**src/sv/dbs_pkg.sv**
```systemverilog
// Package with the request, result and register index types of the brightness scheduler.
package dbs_pkg;

   localparam int TIME_WIDTH  = 17;
   localparam int LIGHT_WIDTH = 12;
   localparam int DUTY_WIDTH  = 17;
   localparam int DOT_WIDTH   = 16;
   localparam int LAST_WIDTH  = 18;
   localparam int DIFF_WIDTH  = 19;
   localparam int CSR_INDEX_WIDTH = 3;
   localparam int CSR_DATA_WIDTH  = 17;

   localparam logic [CSR_INDEX_WIDTH-1:0] CSR_DOT_INTERVAL   = 3'd0;
   localparam logic [CSR_INDEX_WIDTH-1:0] CSR_DIGIT_INTERVAL = 3'd1;
   localparam logic [CSR_INDEX_WIDTH-1:0] CSR_LIGHT_INTERVAL = 3'd2;
   localparam logic [CSR_INDEX_WIDTH-1:0] CSR_SNAP_WINDOW    = 3'd3;
   localparam logic [CSR_INDEX_WIDTH-1:0] CSR_RAMP_STEP      = 3'd4;
   localparam logic [CSR_INDEX_WIDTH-1:0] CSR_LIGHT_OFFSET   = 3'd5;
   localparam logic [CSR_INDEX_WIDTH-1:0] CSR_MIN_DIGIT_DUTY = 3'd6;
   localparam logic [CSR_INDEX_WIDTH-1:0] CSR_MAX_DIGIT_DUTY = 3'd7;

   localparam int WAVE_PERIOD   = 10000;
   localparam int WAVE_PERIODS  = 13;
   localparam int WRAP_SPAN     = 100000;
   localparam int WRAP_AHEAD    = 90000;

   typedef struct packed {
      logic [TIME_WIDTH-1:0]  now_ms;
      logic [LIGHT_WIDTH-1:0] light_level;
   } req_type;

   typedef struct packed {
      logic                  dot_valid;
      logic [DOT_WIDTH-1:0]  dot_duty;
      logic                  digit_valid;
      logic [DUTY_WIDTH-1:0] digit_duty;
      logic [DUTY_WIDTH-1:0] target_duty;
      logic                  ramping;
   } rsp_type;

endpackage

```
**src/sv/display_brightness_scheduler.sv**
```systemverilog
// Top level of the display brightness scheduler with dot, digit and light tasks.
// A request is captured in the input register, and its result is then registered in
// the result register, from where it can be taken. One request is accepted every cycle
// while results are taken; a full result register with the result side stalled holds
// the input register and stalls the request side. Synchronous active-high reset loads
// the register defaults, zeroes the duties and makes the next request a first pass.
module display_brightness_scheduler (
   input  logic                                clock,
   input  logic                                reset,
   input  logic                                req_valid,
   output logic                                req_stall,
   input  dbs_pkg::req_type                    req_data,
   output logic                                rsp_valid,
   input  logic                                rsp_stall,
   output dbs_pkg::rsp_type                    rsp_data,
   input  logic                                csr_valid,
   output logic                                csr_ready,
   input  logic [dbs_pkg::CSR_INDEX_WIDTH-1:0] csr_index,
   input  logic [dbs_pkg::CSR_DATA_WIDTH-1:0]  csr_data
);
   import dbs_pkg::*;

   logic [TIME_WIDTH-1:0]  dot_interval_ff;
   logic [TIME_WIDTH-1:0]  digit_interval_ff;
   logic [TIME_WIDTH-1:0]  light_interval_ff;
   logic [DUTY_WIDTH-1:0]  snap_window_ff;
   logic [DUTY_WIDTH-1:0]  ramp_step_ff;
   logic [LIGHT_WIDTH-1:0] light_offset_ff;
   logic [DUTY_WIDTH-1:0]  min_duty_ff;
   logic [DUTY_WIDTH-1:0]  max_duty_ff;

   logic                   in_valid_ff, in_valid_in;
   req_type                in_data_ff;
   logic                   out_valid_ff, out_valid_in;
   rsp_type                out_data_ff, out_data_in;

   logic signed [LAST_WIDTH-1:0] last_dot_ff, last_dot_in;
   logic signed [LAST_WIDTH-1:0] last_digit_ff, last_digit_in;
   logic signed [LAST_WIDTH-1:0] last_light_ff, last_light_in;
   logic                   started_ff;
   logic [DUTY_WIDTH-1:0]  current_ff, current_in;
   logic [DUTY_WIDTH-1:0]  target_ff, target_in;
   logic                   ramp_ff, ramp_in;

   logic                   advance;
   logic                   accept;
   logic [DOT_WIDTH-1:0]   wave_duty;

   logic signed [DIFF_WIDTH-1:0] now_s;
   logic signed [DIFF_WIDTH-1:0] dot_u, digit_u, light_u;
   logic                   dot_run, digit_run, light_run;
   logic signed [DIFF_WIDTH-1:0] diff, adiff;
   logic [DUTY_WIDTH:0]    step_dn, step_up;
   logic [LIGHT_WIDTH:0]   light_raw;
   logic [LIGHT_WIDTH-1:0] light_adj;
   logic signed [DIFF_WIDTH-1:0] tgt;

   function automatic logic signed [DIFF_WIDTH-1:0] unwrap(
      input logic signed [LAST_WIDTH-1:0] last,
      input logic signed [DIFF_WIDTH-1:0] now
   );
      logic signed [DIFF_WIDTH-1:0] last_x;
      last_x = DIFF_WIDTH'(last);
      if (last_x - now >= DIFF_WIDTH'(WRAP_AHEAD)) begin
         return last_x - DIFF_WIDTH'(WRAP_SPAN);
      end
      return last_x;
   endfunction

   dbs_dot_wave u_dot_wave (
      .now_ms (in_data_ff.now_ms),
      .duty   (wave_duty)
   );

   assign advance   = in_valid_ff & (~out_valid_ff | ~rsp_stall);
   assign req_stall = in_valid_ff & ~advance;
   assign accept    = req_valid & ~req_stall;
   assign csr_ready = 1'b1;
   assign rsp_valid = out_valid_ff;
   assign rsp_data  = out_data_ff;

   always_comb begin
      in_valid_in  = accept | (in_valid_ff & ~advance);
      out_valid_in = advance | (out_valid_ff & rsp_stall);

      now_s   = DIFF_WIDTH'(signed'({2'b00, in_data_ff.now_ms}));
      dot_u   = unwrap(last_dot_ff, now_s);
      digit_u = unwrap(last_digit_ff, now_s);
      light_u = unwrap(last_light_ff, now_s);

      dot_run   = ~started_ff
                  | (now_s - dot_u >= signed'({2'b00, dot_interval_ff}));
      digit_run = ~started_ff | ramp_ff
                  | (now_s - digit_u >= signed'({2'b00, digit_interval_ff}));
      light_run = ~started_ff
                  | (now_s - light_u >= signed'({2'b00, light_interval_ff}));

      last_dot_in   = dot_run   ? LAST_WIDTH'(now_s) : LAST_WIDTH'(dot_u);
      last_digit_in = digit_run ? LAST_WIDTH'(now_s) : LAST_WIDTH'(digit_u);
      last_light_in = light_run ? LAST_WIDTH'(now_s) : LAST_WIDTH'(light_u);

      diff    = signed'({2'b00, target_ff}) - signed'({2'b00, current_ff});
      adiff   = diff[DIFF_WIDTH-1] ? -diff : diff;
      step_dn = {1'b0, current_ff} - {1'b0, ramp_step_ff};
      step_up = {1'b0, current_ff} + {1'b0, ramp_step_ff};
      current_in = current_ff;
      ramp_in    = ramp_ff;
      if (digit_run) begin
         if (adiff > signed'({2'b00, snap_window_ff})) begin
            ramp_in = 1'b1;
            if (target_ff < current_ff) begin
               current_in = step_dn[DUTY_WIDTH] ? '0 : step_dn[DUTY_WIDTH-1:0];
            end else begin
               current_in = step_up[DUTY_WIDTH] ? '1 : step_up[DUTY_WIDTH-1:0];
            end
         end else begin
            ramp_in    = 1'b0;
            current_in = target_ff;
         end
      end

      light_raw = {1'b0, in_data_ff.light_level} - {1'b0, light_offset_ff};
      light_adj = light_raw[LIGHT_WIDTH] ? '0 : light_raw[LIGHT_WIDTH-1:0];
      tgt = signed'({2'b00, max_duty_ff}) - signed'({2'b00, light_adj, 5'b00000});
      if (tgt < signed'({2'b00, min_duty_ff})) begin
         tgt = signed'({2'b00, min_duty_ff});
      end
      if (tgt > signed'({2'b00, max_duty_ff})) begin
         tgt = signed'({2'b00, max_duty_ff});
      end
      target_in = light_run ? DUTY_WIDTH'(tgt) : target_ff;

      out_data_in.dot_valid   = dot_run;
      out_data_in.dot_duty    = dot_run ? wave_duty : '0;
      out_data_in.digit_valid = digit_run;
      out_data_in.digit_duty  = current_in;
      out_data_in.target_duty = target_in;
      out_data_in.ramping     = ramp_in;
   end

   always_ff @(posedge clock) begin
      if (reset) begin
         in_valid_ff  <= 1'b0;
         out_valid_ff <= 1'b0;
         started_ff   <= 1'b0;
         current_ff   <= '0;
         target_ff    <= '0;
         ramp_ff      <= 1'b0;
      end else begin
         in_valid_ff  <= in_valid_in;
         out_valid_ff <= out_valid_in;
         if (advance) begin
            started_ff <= 1'b1;
            current_ff <= current_in;
            target_ff  <= target_in;
            ramp_ff    <= ramp_in;
         end
      end
   end

   always_ff @(posedge clock) begin
      if (accept) begin
         in_data_ff <= req_data;
      end
      if (advance) begin
         out_data_ff   <= out_data_in;
         last_dot_ff   <= last_dot_in;
         last_digit_ff <= last_digit_in;
         last_light_ff <= last_light_in;
      end
   end

   always_ff @(posedge clock) begin
      if (reset) begin
         dot_interval_ff   <= 17'd100;
         digit_interval_ff <= 17'd6000;
         light_interval_ff <= 17'd2000;
         snap_window_ff    <= 17'd4000;
         ramp_step_ff      <= 17'd2000;
         light_offset_ff   <= 12'd1500;
         min_duty_ff       <= 17'd15000;
         max_duty_ff       <= 17'd80000;
      end else if (csr_valid & csr_ready) begin
         unique case (csr_index)
            CSR_DOT_INTERVAL:   dot_interval_ff   <= csr_data;
            CSR_DIGIT_INTERVAL: digit_interval_ff <= csr_data;
            CSR_LIGHT_INTERVAL: light_interval_ff <= csr_data;
            CSR_SNAP_WINDOW:    snap_window_ff    <= csr_data;
            CSR_RAMP_STEP:      ramp_step_ff      <= csr_data;
            CSR_LIGHT_OFFSET:   light_offset_ff   <= csr_data[LIGHT_WIDTH-1:0];
            CSR_MIN_DIGIT_DUTY: min_duty_ff       <= csr_data;
            CSR_MAX_DIGIT_DUTY: max_duty_ff       <= csr_data;
            default: begin
            end
         endcase
      end
   end

endmodule

```
**src/sv/dbs_dot_wave.sv**
```systemverilog
// Breathing waveform for the dot duty, computed from the millisecond stamp.
module dbs_dot_wave (
   input  logic [dbs_pkg::TIME_WIDTH-1:0] now_ms,
   output logic [dbs_pkg::DOT_WIDTH-1:0]  duty
);
   import dbs_pkg::*;

   logic [WAVE_PERIODS-1:0] above;
   logic [3:0]              periods;
   logic [TIME_WIDTH-1:0]   base;
   logic [13:0]             phase;
   logic [DOT_WIDTH-1:0]    rise;
   logic [DOT_WIDTH-1:0]    fall;

   always_comb begin
      for (int i = 0; i < WAVE_PERIODS; i++) begin
         above[i] = now_ms >= TIME_WIDTH'((i + 1) * WAVE_PERIOD);
      end
      periods = 4'($countones(above));
      base    = TIME_WIDTH'(periods * 17'd10000);
      phase   = 14'(now_ms - base);
      rise    = '0;
      fall    = '0;
      if (phase <= 14'd1000) begin
         rise = 16'(phase * 16'd40);
         duty = rise + 16'd10000;
      end else if (phase <= 14'd5000) begin
         fall = 16'((phase - 14'd1000) * 16'd10);
         duty = 16'd50000 - fall;
      end else if (phase <= 14'd6000) begin
         rise = 16'((phase - 14'd5000) * 16'd40);
         duty = rise + 16'd10000;
      end else begin
         fall = 16'((phase - 14'd6000) * 16'd10);
         duty = 16'd50000 - fall;
      end
   end

endmodule
```
**config.mk**
```make
export PLATFORM = sky130hd
export DESIGN_NAME = display_brightness_scheduler
export DESIGN_NICKNAME = d
export VERILOG_FILES = /design/src/sv/dbs_pkg.sv /design/src/sv/display_brightness_scheduler.sv /design/src/sv/dbs_dot_wave.sv
export SDC_FILE = /design/constraint.sdc
export NUM_CORES = 1
export LEC_CHECK = 0
export BUFFER_PORTS_ARGS = -buffer_cell sky130_fd_sc_hd__clkbuf_2
export CELL_PAD_IN_SITES_DETAIL_PLACEMENT = 1
export CELL_PAD_IN_SITES_GLOBAL_PLACEMENT = 2
export CORE_MARGIN = 2
export CORE_UTILIZATION = 30
export CTS_CLUSTER_SIZE = 24
export DETAILED_ROUTE_END_ITERATION = 12
export PLACE_DENSITY_LB_ADDON = 0.1
export SKIP_CTS_REPAIR_TIMING = 1
export SYNTH_ARGS = -nofsm -noshare
export SYNTH_HDL_FRONTEND = slang
export SYNTH_HIERARCHICAL = 1
export SYNTH_SLANG_ARGS = --single-unit
```
**constraint.sdc**
```tcl
create_clock -name clock -period 11.2 [get_ports clock]
set_input_delay 0.56 -clock clock [delete_from_list [all_inputs] [get_ports clock]]
set_output_delay 0.56 -clock clock [all_outputs]
set_load 0.01 [all_outputs]
```
---- Word-level counts from Yosys, hierarchy flattened ----
Index checks and enable logic that the tools add are counted.
operators by class
  add/subtract/negate cells ............... 35
  equality and inequality tests ........... 7
  bitwise gates (word level) .............. 16
  reduce and logical (&&, ||, !) cells .... 9
  $mul .................................... 5
  mux-type cells .......................... 27
  magnitude comparators ................... 26
operator list
  kind                      number
  $mux W17                  10
  $mux W19                  8
  $ge A17 B17 Y1 const B    7
  $ge A19 B18 Y1            3
  $ge A19 B18 Y1 const B    3
  $sub A18 B18 Y19          3
  $sub A18 B18 Y19 const B  3
  $sub A18 B19 Y19          3
  $sub A17 B17 Y18          3
  $ge A17 B16 Y1 const B    3
  $mux W16                  3
  $gt A19 B18 Y1            2
  $ge A17 B15 Y1 const B    2
  $add A16 B14 Y16 const B  2
  $mul A16 B3 Y15 const B   2
  $sub A16 B16 Y16 const A  2
  $sub A14 B13 Y15 const B  2
  $le A14 B13 Y1 const B    2
  $add A4 B4 Y4             5
  $neg A18 Y19              1
  $add A17 B17 Y18          1
  $lt A18 B18 Y1            1
  $ge A17 B14 Y1 const B    1
  $lt A17 B17 Y1            1
  19 further kinds          52
storage, ports and cells
  logic and storage cells ................. 153
  output and inout bits ................... 56
  register bits after elaboration ......... 305

---- Depth between registers and ports, before layout ----
Gate-level depths: netlist (run 1).
  depth after elaboration ................. 13
  mapped depth ............................ 48
  gate-level depth less buffers ........... 45

---- Hierarchy ----
Netlist (run 1), hierarchy kept.
modules (own cells, without submodules)
  module                        instances  cells an instance  seq. area each (um^2)  area each (um^2)
  display_brightness_scheduler  1          2,861              7,467.2                24,348.4
  dbs_dot_wave                  1          737                0.0                    5,501.5

---- Worst setup path before layout (run 1) ----
OpenSTA, ideal clock, no wires.
  path type ............................... register -> register
  start ................................... reg in_data_ff[19] in the netlist's numbering
  end ..................................... reg out_data_ff, in the netlist rsp_data[51], data pin
  buffers on the path ..................... 3
  cell stages (with the launch flop) ...... 42
  slack ................................... 1,972 ps
  data required time ...................... 11,069 ps
  arrival time ............................ 9,097 ps
  path through ............................ edfxtp_1 clkbuf_1 nor4_1 o21ai_0 a2111o_1 fa_1 ha_1 ha_1 inv_1 fa_1 inv_1 ha_1 a21o_1 a21oi_1 xnor2_1 fa_1 inv_1 ha_1 (+6 left out) a21oi_1 and2_1 clkbuf_1 nand2_1 a21oi_1 xnor2_1 ha_1 ha_1 inv_1 nand2_1 a21oi_1 a2111oi_0 a21oi_1 xnor2_1 xnor3_1 nor2b_1 o32ai_2 and2_1
on the way
  word-level cells in the longest chain between the ends .. 13
  elaborated cells between the ends (all ways) .. 51
  classes of those cells .................. add/sub (22); mul (5); order compare (18); mux (5); bitwise (1)
ends and longest elaborated chain
  element                                                                      RTL line                                source
  start: declaration                                                           display_brightness_scheduler.sv:33      req_type in_data_ff;
  start signal: assignment                                                     display_brightness_scheduler.sv:163     in_data_ff <= req_data;
  $ge A17 B14 Y1 (tied with other cells)                                       dbs_dot_wave.sv:17                      above[i] = now_ms >= TIME_WIDTH'((i + 1) * WAVE_PERIOD);
  $add A1 B1 Y2 (not written as such)                                          dbs_dot_wave.sv:19                      periods = 4'($countones(above));
  $add A4 B4 Y4 (not written as such)                                          dbs_dot_wave.sv:19
  $add A4 B4 Y4 (not written as such) / $add A4 B1 Y4 (equally long branches)  dbs_dot_wave.sv:19
  $add A4 B4 Y4 (not written as such)                                          dbs_dot_wave.sv:19
  $mul A4 B10 Y10                                                              dbs_dot_wave.sv:20                      base = TIME_WIDTH'(periods * 17'd10000);
  $sub A14 B14 Y14 *                                                           dbs_dot_wave.sv:21                      phase = 14'(now_ms - base);
  $sub A14 B13 Y15 (on tied branches)                                          dbs_dot_wave.sv:34, dbs_dot_wave.sv:31
  $mul A16 B3 Y15 / $mul A16 B3 Y13 (equally long branches)                    dbs_dot_wave.sv:34, dbs_dot_wave.sv:31
  $sub A16 B16 Y16 / $add A16 B14 Y16 (equally long branches)                  dbs_dot_wave.sv:35, dbs_dot_wave.sv:32
  $mux W16                                                                     dbs_dot_wave.sv:30                      end else if (phase <= 14'd6000) begin
  $mux W16                                                                     dbs_dot_wave.sv:27                      end else if (phase <= 14'd5000) begin
  $mux W16 *                                                                   dbs_dot_wave.sv:24                      if (phase <= 14'd1000) begin
  net wave_duty[15]                                                            display_brightness_scheduler.sv:47      logic [DOT_WIDTH-1:0] wave_duty;
  end signal: assignment                                                       display_brightness_scheduler.sv:166     out_data_ff <= out_data_in;
  end: declaration                                                             display_brightness_scheduler.sv:35      rsp_type out_data_ff, out_data_in;
Mark *: on every way through the listed nets, which the timed path passes. The rest lies on a longest branch.
A chain may end at the register's enable or synchronous reset.

---- Worst setup path in the final report (run 1) ----
  start ................................... reg in_data_ff[18] in the netlist's numbering
  end ..................................... reg out_data_ff, in the netlist rsp_data[51], data pin
Same word-level chain as after synthesis.

==> impl_metrics.py, run 1 <==
metrics = {
    "logic_synthesis": {
        "synth_cells": 3598,
        "synthMostInstantiatedCell": "ha_1",
        "synth-edff-count": 136,
        "yosysWarnings": 6,
        "ys_top_cells_by_area": "ha_1 (16%), edfxtp_1 (14%), dfxtp_1 (11%)",
        "synth_area_leader_cell": "ha_1",
        "syn-mean-instance-area_um2": 8.30,
        "ys_ff_latch": 305,
        "synth_cell_types": 114,
        "synthesis.area_um2": 29800,
        "ys_seq_area_share_pct": 25.0,
        "ys_async_sr_fraction_pct": 0,
        "synth-main-ff-cell": "dfxtp_1",
        "synth.top_cell.area_share_pct": 16.4,
        "synthesis.nets": 4065,
        "synth_common_cells": "ha_1 (391), nand2_1 (382), inv_1 (317), a21oi_1 (304), nor2_1 (243)",
    },
    "outcome": {
        "status": "complete, no violations",
    },
    "critical_path": {
        "endpoint_kind": "register",
        "worst-path-buf-inv": 5,
        "cp_max_fo": 21,
        "crit_top_cell": "ha_1",
        "worstSetupPathType": "register to register",
        "critical_path.startpoint_type": "register",
        "critPathArrivalTime_ns": 10.70,
        "critPathTopFamily": "adder cells",
        "worstPathRequired_ns": 11.69,
        "slowest_delay_ns": 0.84,
        "critPathSlowestCell": "edfxtp_1",
    },
    "sta": {
        "final_hold_viol_count": 0,
        "setup_viol": 0,
        "period_needed_ns": 10.21,
        "fin_crit_sh_pct": 91.1,
        "rsz0062_at_grt": "no",
        "fin_skew_ns": 0.0437,
        "worstMarginPinSlew_ns": 1.19,
        "fmax_mhz": 98.0,
        "slew_headroom_pct": 20.1,
        "slew_violations": 0,
        "fin_setup_tns_ns": 0,
    },
    "floorplanning": {
        "io_pins": 110,
        "num_rows": 115,
        "start_util_pct": 30.3,
        "die-area_um2": 102000,
        "core_um2": 98600,
        "die_w_um": 319,
        "die_h_um": 319,
    },
    "grt": {
        "grt_usage_pct": 21.3,
        "antenna_found_initial": 4,
        "grt_pass1_wl_um": 170000,
        "grt_pass1_vias": 27900,
        "grt_max_degree": 73,
        "grt_overflow": 0,
    },
    "finish": {
        "antenna_cells": 0,
        "drive_gt1_share_pct": 9.08,
        "fin_nets": 4100,
        "area_growth_pct": 10.7,
    },
    "clocking": {
        "clock_latency_ns": 0.64,
        "cts_sinks": 305,
        "cts_inserted_buffers": 44,
        "clkSlewWorstSetupHoldPaths_ns": 0.06,
        "htree_levels": 2,
        "ctsRootBufferMaster": "clkbuf_16",
        "cts_tree": "built",
        "max-clock-path-buffers": 3,
    },
    "drt": {
        "finalWirelength_um": 110000,
        "drc": 0,
        "postRouteAntennaNets": 0,
        "wire_per_inst_um": 22.2,
        "drtIter0Drc": 1182,
        "dr.pass1.iters": 5,
        "num_vias": 26600,
        "viasPerCell": 5.38,
    },
    "place": {
        "hpwl_um": 84500,
        "place_congestion": 0.822,
        "port_buffers": 108,
    },
    "hold_path": {
        "hold_class": "input pin to register",
    },
    "flow_run": {
        "maxCapViolCount": 0,
    },
}
## per-stage QoR
step	hold slack, ns	utilization, %	setup WS [ns]	std cells	area (µm²)
detailed placement	0.452	32.0	1.03	4874	31600
finish	0.116	33.5	0.993	4955	33000
CTS	0.0566	33.5	0.964	4955	33000
global placement	0.443	32.0	1.19	4874	31600
floorplan	0.431	-	1.97	3598	29800
global route	0.0772	33.5	0.237	4955	33000
## final cells by class
cell class                      instances  area (µm²)
Tap cell                             1287        1610
Fill cell                           11600       65500
Clock inverter                         20         198
Inverter                              323        1220
Multi-Input combinational cell       2819       20500
Timing Repair Buffer                  140         783
Sequential cell                       305        7470
Clock buffer                           61        1250
## cell usage in the layout, fill, tap and decap left out, types with 21 or more instances in the layout
cell type and n:
dfxtp_1 169, nand4_1 26, a21oi_1 303, nand3_1 72, and2_1 38, a211oi_1 41, a21o_1 67, o21ai_0 122
o21bai_1 21, nand2_1 382, o31ai_1 24, o211ai_1 72, nor3_1 75, mux2_2 28, clkbuf_2 107, a31oi_1 33
edfxtp_1 136, xor2_1 95, fa_1 22, inv_1 317, buf_4 33, ha_1 391, nor2_1 243, clkbuf_16 46
or3_1 27, xnor2_1 138, mux2i_1 40, nand2b_1 37, o21a_1 53, nor2b_1 46
## sequential cells by signal, indices dropped and copies added (netlist names)
name,flops
last_dot_ff,18
ramp_ff,1
target_ff,17
max_duty_ff,17
light_interval_ff,17
in_valid_ff,1
snap_window_ff,17
rsp_valid,1
ramp_step_ff,17
rsp_data,53
current_ff,17
dot_interval_ff,17
last_digit_ff,18
in_data_ff,29
min_duty_ff,17
last_light_ff,18
started_ff,1
light_offset_ff,12
digit_interval_ff,17
## path summary, 6_finish.rpt
| kind | startpoint | endpoint | slack [ns] | depth (start not counted) |
|---|---|---|---|---|
| worst min register to register | digit_interval_ff[7] | digit_interval_ff[7] | 0.46 | 2 |
| worst max-delay path | in_data_ff[18] | rsp_data[51] | 0.99 | 38 |
| worst min-delay path | req_data[9] | in_data_ff[9] | 0.12 | 1 |
| worst max register to register | in_data_ff[18] | rsp_data[51] | 0.99 | 38 |
## worst register-to-register path, delay by kind of cell (launching register included)
family / cells / cell delay [ns]
AO/OA/AOI/OAI: 13 / 2.82
flip-flops: 1 / 0.84
AND/OR/NAND/NOR: 4 / 0.54
XOR/XNOR: 5 / 1.36
buffers and inverters: 5 / 0.28
adder cells (fa/ha/maj): 11 / 4.22
## logic make-up (layout without fill, tap and decap cells)
kind of cell	Yosys count	after routing	synth area share [%]
and+or+nand+nor	1067	1067	17.0
xor gates and xnor gates	238	238	7.21
DFF	305	305	25.0
muxes	82	82	3.05
buffers and inverters	474	544	6.42
adders and majority gates	413	413	17.9
AOI/OAI and AO/OA	1017	1017	23.4
other	2	2	0.0252
## routing by layer
layer	wire length [µm]	global-route usage (%)
met3	2620	2.16
met1	54300	29.6
met2	51500	35.9
met5	0	0
met4	1720	3.95
Power of run 1 is left out: the tool's default activity adds up to more than one toggle a clock period on the data nets, which glitch-free logic cannot reach.
==> inputs of run 2 (changes only) <==
--- a/config.mk
+++ b/config.mk
@@ -13,6 +13,7 @@
 export CTS_CLUSTER_SIZE = 24
 export DETAILED_ROUTE_END_ITERATION = 12
 export PLACE_DENSITY_LB_ADDON = 0.1
+export REMOVE_ABC_BUFFERS = 1
 export SKIP_CTS_REPAIR_TIMING = 1
 export SYNTH_ARGS = -nofsm -noshare
 export SYNTH_HDL_FRONTEND = slang
==> impl_metrics.py, run 2 (synthesized netlist as in run 1, its figures left out) <==
metrics = {
    "drt": {
        "wire_per_inst_um": 22.9,
        "drc": 0,
        "postRouteAntennaNets": 0,
        "dr.pass1.iters": 5,
        "drtIter0Drc": 1258,
        "num_vias": 26900,
        "viasPerCell": 5.43,
        "finalWirelength_um": 114000,
    },
    "place": {
        "place_congestion": 0.867,
        "port_buffers": 108,
        "hpwl_um": 87800,
    },
    "critical_path": {
        "slowest_delay_ns": 0.88,
        "rrSetupSlack_ns": 1.02,
        "r2r-end": "rsp_data[51]",
        "critPathArrivalTime_ns": 10.62,
        "worstPathRequired_ns": 11.65,
        "worstSetupPathType": "register to register",
        "r2r_start": "in_data_ff[18]",
        "cp_max_fo": 21,
        "reg2reg_depth": 38,
        "endpoint_kind": "register",
        "critPathSlowestCell": "edfxtp_1",
        "crit_top_cell": "ha_1",
        "critical_path.startpoint_type": "register",
    },
    "grt": {
        "grt_usage_pct": 21.9,
        "antenna_found_initial": 3,
        "grt_max_degree": 93,
        "grt_overflow": 0,
        "grt_pass1_vias": 28300,
        "grt_pass1_wl_um": 174000,
    },
    "clocking": {
        "cts_tree": "built",
        "ctsRootBufferMaster": "clkbuf_16",
        "clock_latency_ns": 0.60,
        "clkSlewWorstSetupHoldPaths_ns": 0.06,
        "cts_inserted_buffers": 43,
        "cts_sinks": 305,
        "max-clock-path-buffers": 3,
        "htree_levels": 2,
    },
    "sta": {
        "fmax_mhz": 98.3,
        "rsz0062_at_grt": "no",
        "slew_headroom_pct": 19.6,
        "fin_setup_tns_ns": 0,
        "fin_crit_sh_pct": 90.9,
        "final_hold_viol_count": 0,
        "setup_viol": 0,
        "period_needed_ns": 10.18,
        "fin_skew_ns": 0.0441,
        "slew_violations": 0,
        "worstMarginPinSlew_ns": 1.21,
    },
    "floorplanning": {
        "start_util_pct": 30.3,
        "io_pins": 110,
        "die_h_um": 319,
        "die_w_um": 319,
        "die-area_um2": 102000,
        "core_um2": 98600,
        "num_rows": 115,
    },
    "finish": {
        "multi_input_area_um2": 20500,
        "fillCellCount": 11600,
        "final_cell_mix": "ha_1 (391), nand2_1 (382), inv_1 (317), a21oi_1 (303), nor2_1 (242)",
        "area_growth_pct": 10.5,
        "fin_nets": 4099,
        "antenna_cells": 0,
        "drive_gt1_share_pct": 8.95,
        "seqCellArea_um2": 7470,
        "largest_register_ffs": 53,
        "layout_commonest_cell": "ha_1",
    },
    "hold_path": {
        "whs_path_depth": 1,
        "holdPathEnd": "in_data_ff[6]",
        "hold_class": "input pin to register",
        "hp-start": "req_data[6]",
    },
    "outcome": {
        "status": "complete, no violations",
    },
    "flow_run": {
        "maxCapViolCount": 0,
    },
}
==> run 2: worst max-delay path by stage <==
stage | start | to | depth (start not counted)
after floorplan | in_data_ff[0] | rsp_data[17] | 41
after global placement | in_data_ff[18] | rsp_data[51] | 40
after detailed placement | in_data_ff[18] | rsp_data[51] | 38
after CTS | in_data_ff[18] | rsp_data[51] | 38
after global routing | in_data_ff[18] | rsp_data[51] | 38
final | in_data_ff[18] | rsp_data[51] | 38
==> run 2: cell type report <==
type / instances / area share (%)
Multi-Input combinational cell: 2819 / 62.2
Sequential cell: 305 / 22.6
Tap cell: 1287 / 4.88
Inverter: 323 / 3.70
Clock buffer: 60 / 3.55
Timing Repair Buffer: 140 / 2.41
Clock inverter: 19 / 0.649
==> run 2: through the flow <==
| step | util, % | hold slack, ns | setup WS, ns | cells | instance area [µm²] |
|---|---|---|---|---|---|
| floorplan | - | 0.425 | 2.12 | 3447 | 29100 |
| global placement | 32.1 | 0.444 | 1.18 | 4874 | 31600 |
| detailed placement | 32.1 | 0.450 | 1.02 | 4874 | 31600 |
| CTS | 33.5 | 0.0877 | 0.964 | 4953 | 33000 |
| global route | 33.5 | 0.110 | 0.297 | 4953 | 33000 |
| finish | 33.5 | 0.134 | 1.02 | 4953 | 33000 |
==> run 2: routing by layer <==
layer  GRT usage, %  vias up  share of wire [%]
met1           29.3    13400                 48
li1               -    13000                  -
met5              0        -                  0
met4           4.91        0                2.2
met3           1.80      115                2.4
met2           38.1      340                 48
==> run 2: critical path, delay by kind of cell, from the launching register on <==
kind	cells	cell delay (ns)
fa+ha+maj	11	4.23
compound gates	13	2.79
xor+xnor	5	1.32
flops	1	0.88
simple gates	4	0.54
buf+inv	5	0.26
Power of run 2 is left out for the same reason.
==> inputs of run 3 (changes only) <==
--- a/config.mk
+++ b/config.mk
@@ -9,12 +9,13 @@
 export CELL_PAD_IN_SITES_DETAIL_PLACEMENT = 1
 export CELL_PAD_IN_SITES_GLOBAL_PLACEMENT = 2
 export CORE_MARGIN = 2
-export CORE_UTILIZATION = 30
+export CORE_UTILIZATION = 40
 export CTS_CLUSTER_SIZE = 24
 export DETAILED_ROUTE_END_ITERATION = 12
 export PLACE_DENSITY_LB_ADDON = 0.1
 export REMOVE_ABC_BUFFERS = 1
 export SKIP_CTS_REPAIR_TIMING = 1
+export SLEW_MARGIN = 40
 export SYNTH_ARGS = -nofsm -noshare
 export SYNTH_HDL_FRONTEND = slang
 export SYNTH_HIERARCHICAL = 1
==> impl_metrics.py, run 3 (synthesized netlist as in run 1, its figures left out) <==
metrics = {
    "outcome": {
        "status": "complete, no violations",
    },
    "sta": {
        "fin_skew_ns": 0.0200,
        "worstMarginPinSlew_ns": 0.846,
        "final_hold_viol_count": 0,
        "fin_crit_sh_pct": 92.5,
        "fin_setup_tns_ns": 0,
        "slew_headroom_pct": 43.6,
        "setup_viol": 0,
        "fmax_mhz": 96.6,
        "rsz0062_at_grt": "no",
        "slew_violations": 0,
        "period_needed_ns": 10.36,
    },
    "drt": {
        "wire_per_inst_um": 22.4,
        "num_vias": 27100,
        "drtIter0Drc": 1449,
        "viasPerCell": 5.86,
        "dr.pass1.iters": 5,
        "postRouteAntennaNets": 0,
        "drc": 0,
        "finalWirelength_um": 104000,
    },
    "place": {
        "port_buffers": 108,
        "hpwl_um": 79200,
        "dpl.cell_count": 4553,
        "place_congestion": 0.911,
    },
    "critical_path": {
        "crit_top_cell": "ha_1",
        "worstPathRequired_ns": 11.66,
        "worst-path-buf-inv": 5,
        "critPathSlowestCell": "edfxtp_1",
        "critPathArrivalTime_ns": 10.81,
        "critical_path.startpoint_type": "register",
        "worstSetupPathType": "register to register",
        "critPathTopFamily": "adder cells",
        "cp_max_fo": 21,
        "endpoint_kind": "register",
        "slowest_delay_ns": 0.88,
    },
    "grt": {
        "grt_max_degree": 82,
        "grt_overflow": 0,
        "grt_usage_pct": 26.6,
        "grt_pass1_vias": 28400,
        "grt_pass1_wl_um": 162000,
        "antenna_found_initial": 9,
    },
    "clocking": {
        "max-clock-path-buffers": 3,
        "ctsRootBufferMaster": "clkbuf_16",
        "cts_sinks": 305,
        "cts_tree": "built",
        "clkSlewWorstSetupHoldPaths_ns": 0.07,
        "cts_inserted_buffers": 41,
        "htree_levels": 2,
        "clock_latency_ns": 0.60,
    },
    "finish": {
        "layout_commonest_cell": "ha_1",
        "drive_gt1_share_pct": 9.26,
        "layoutNonFillerInstCount": 4630,
        "final_cell_mix": "ha_1 (390), nand2_1 (382), inv_1 (317), a21oi_1 (303), nor2_1 (242)",
        "antenna_cells": 0,
        "largest_register_ffs": 53,
        "area_growth_pct": 9.29,
        "fin_nets": 4095,
        "fillCellCount": 8831,
    },
    "floorplanning": {
        "die-area_um2": 76800,
        "die_w_um": 277,
        "die_h_um": 277,
        "num_rows": 100,
        "start_util_pct": 40.2,
        "io_pins": 110,
        "core_um2": 74200,
    },
    "hold_path": {
        "hold_class": "input pin to register",
    },
    "flow_run": {
        "maxCapViolCount": 0,
    },
}
-- run 3: cell types whose count changed in the layout (fill, tap and decap cells not counted), sizes merged --
cell and change:
buf -2, bufinv -3, clkbuf -4, clkinvlp +1, inv +3
-- run 3: cell type report --
cell class | instances | area [µm²] | share of cell area [%]
multi-input combinational | 2819 | 20500 | 63.0
sequential | 305 | 7470 | 22.9
clock buffer | 56 | 1240 | 3.79
inverter | 323 | 1220 | 3.75
tap | 969 | 1210 | 3.72
timing repair buffer | 138 | 781 | 2.39
clock inverter | 20 | 159 | 0.487
-- run 3: metrics by stage --
stage | setup slack, ns | util (%) | hold WS, ns | cell area, µm²
5_1_grt | 0.0360 | 44.0 | 0.121 | 32600
3_3_place_gp | 1.32 | 42.0 | 0.445 | 31200
3_5_place_dp | 0.969 | 42.1 | 0.451 | 31200
6_report | 0.844 | 44.0 | 0.139 | 32600
2_1_floorplan | 2.12 | - | 0.425 | 29100
4_1_cts | 0.927 | 43.9 | 0.104 | 32600
-- run 3: worst paths after layout --
kind	startpoint	to	slack, ns	cells past startpoint
max	in_data_ff[18]	rsp_data[51]	0.84	38
max reg2reg	in_data_ff[18]	rsp_data[51]	0.84	38
min	req_data[25]	in_data_ff[25]	0.14	1
min reg2reg	snap_window_ff[16]	snap_window_ff[16]	0.46	2
-- run 3: layer usage --
metal | track usage (%) | wire length, µm | vias up
li1 | - | - | 13000
met1 | 35.8 | 48600 | 13500
met2 | 45.3 | 48900 | 478
met3 | 2.25 | 3460 | 149
met4 | 7.82 | 2930 | 0
met5 | 0 | 0 | -
-- run 3: worst reg2reg max path, delay by kind of cell, from the launching register on --
kind,cells,cell delay [ns]
buf+inv,5,0.29
xor+xnor,5,1.38
fa+ha+maj,11,4.26
simple gates,4,0.54
flops,1,0.88
compound gates,13,2.90
Power of run 3 is left out for the same reason.
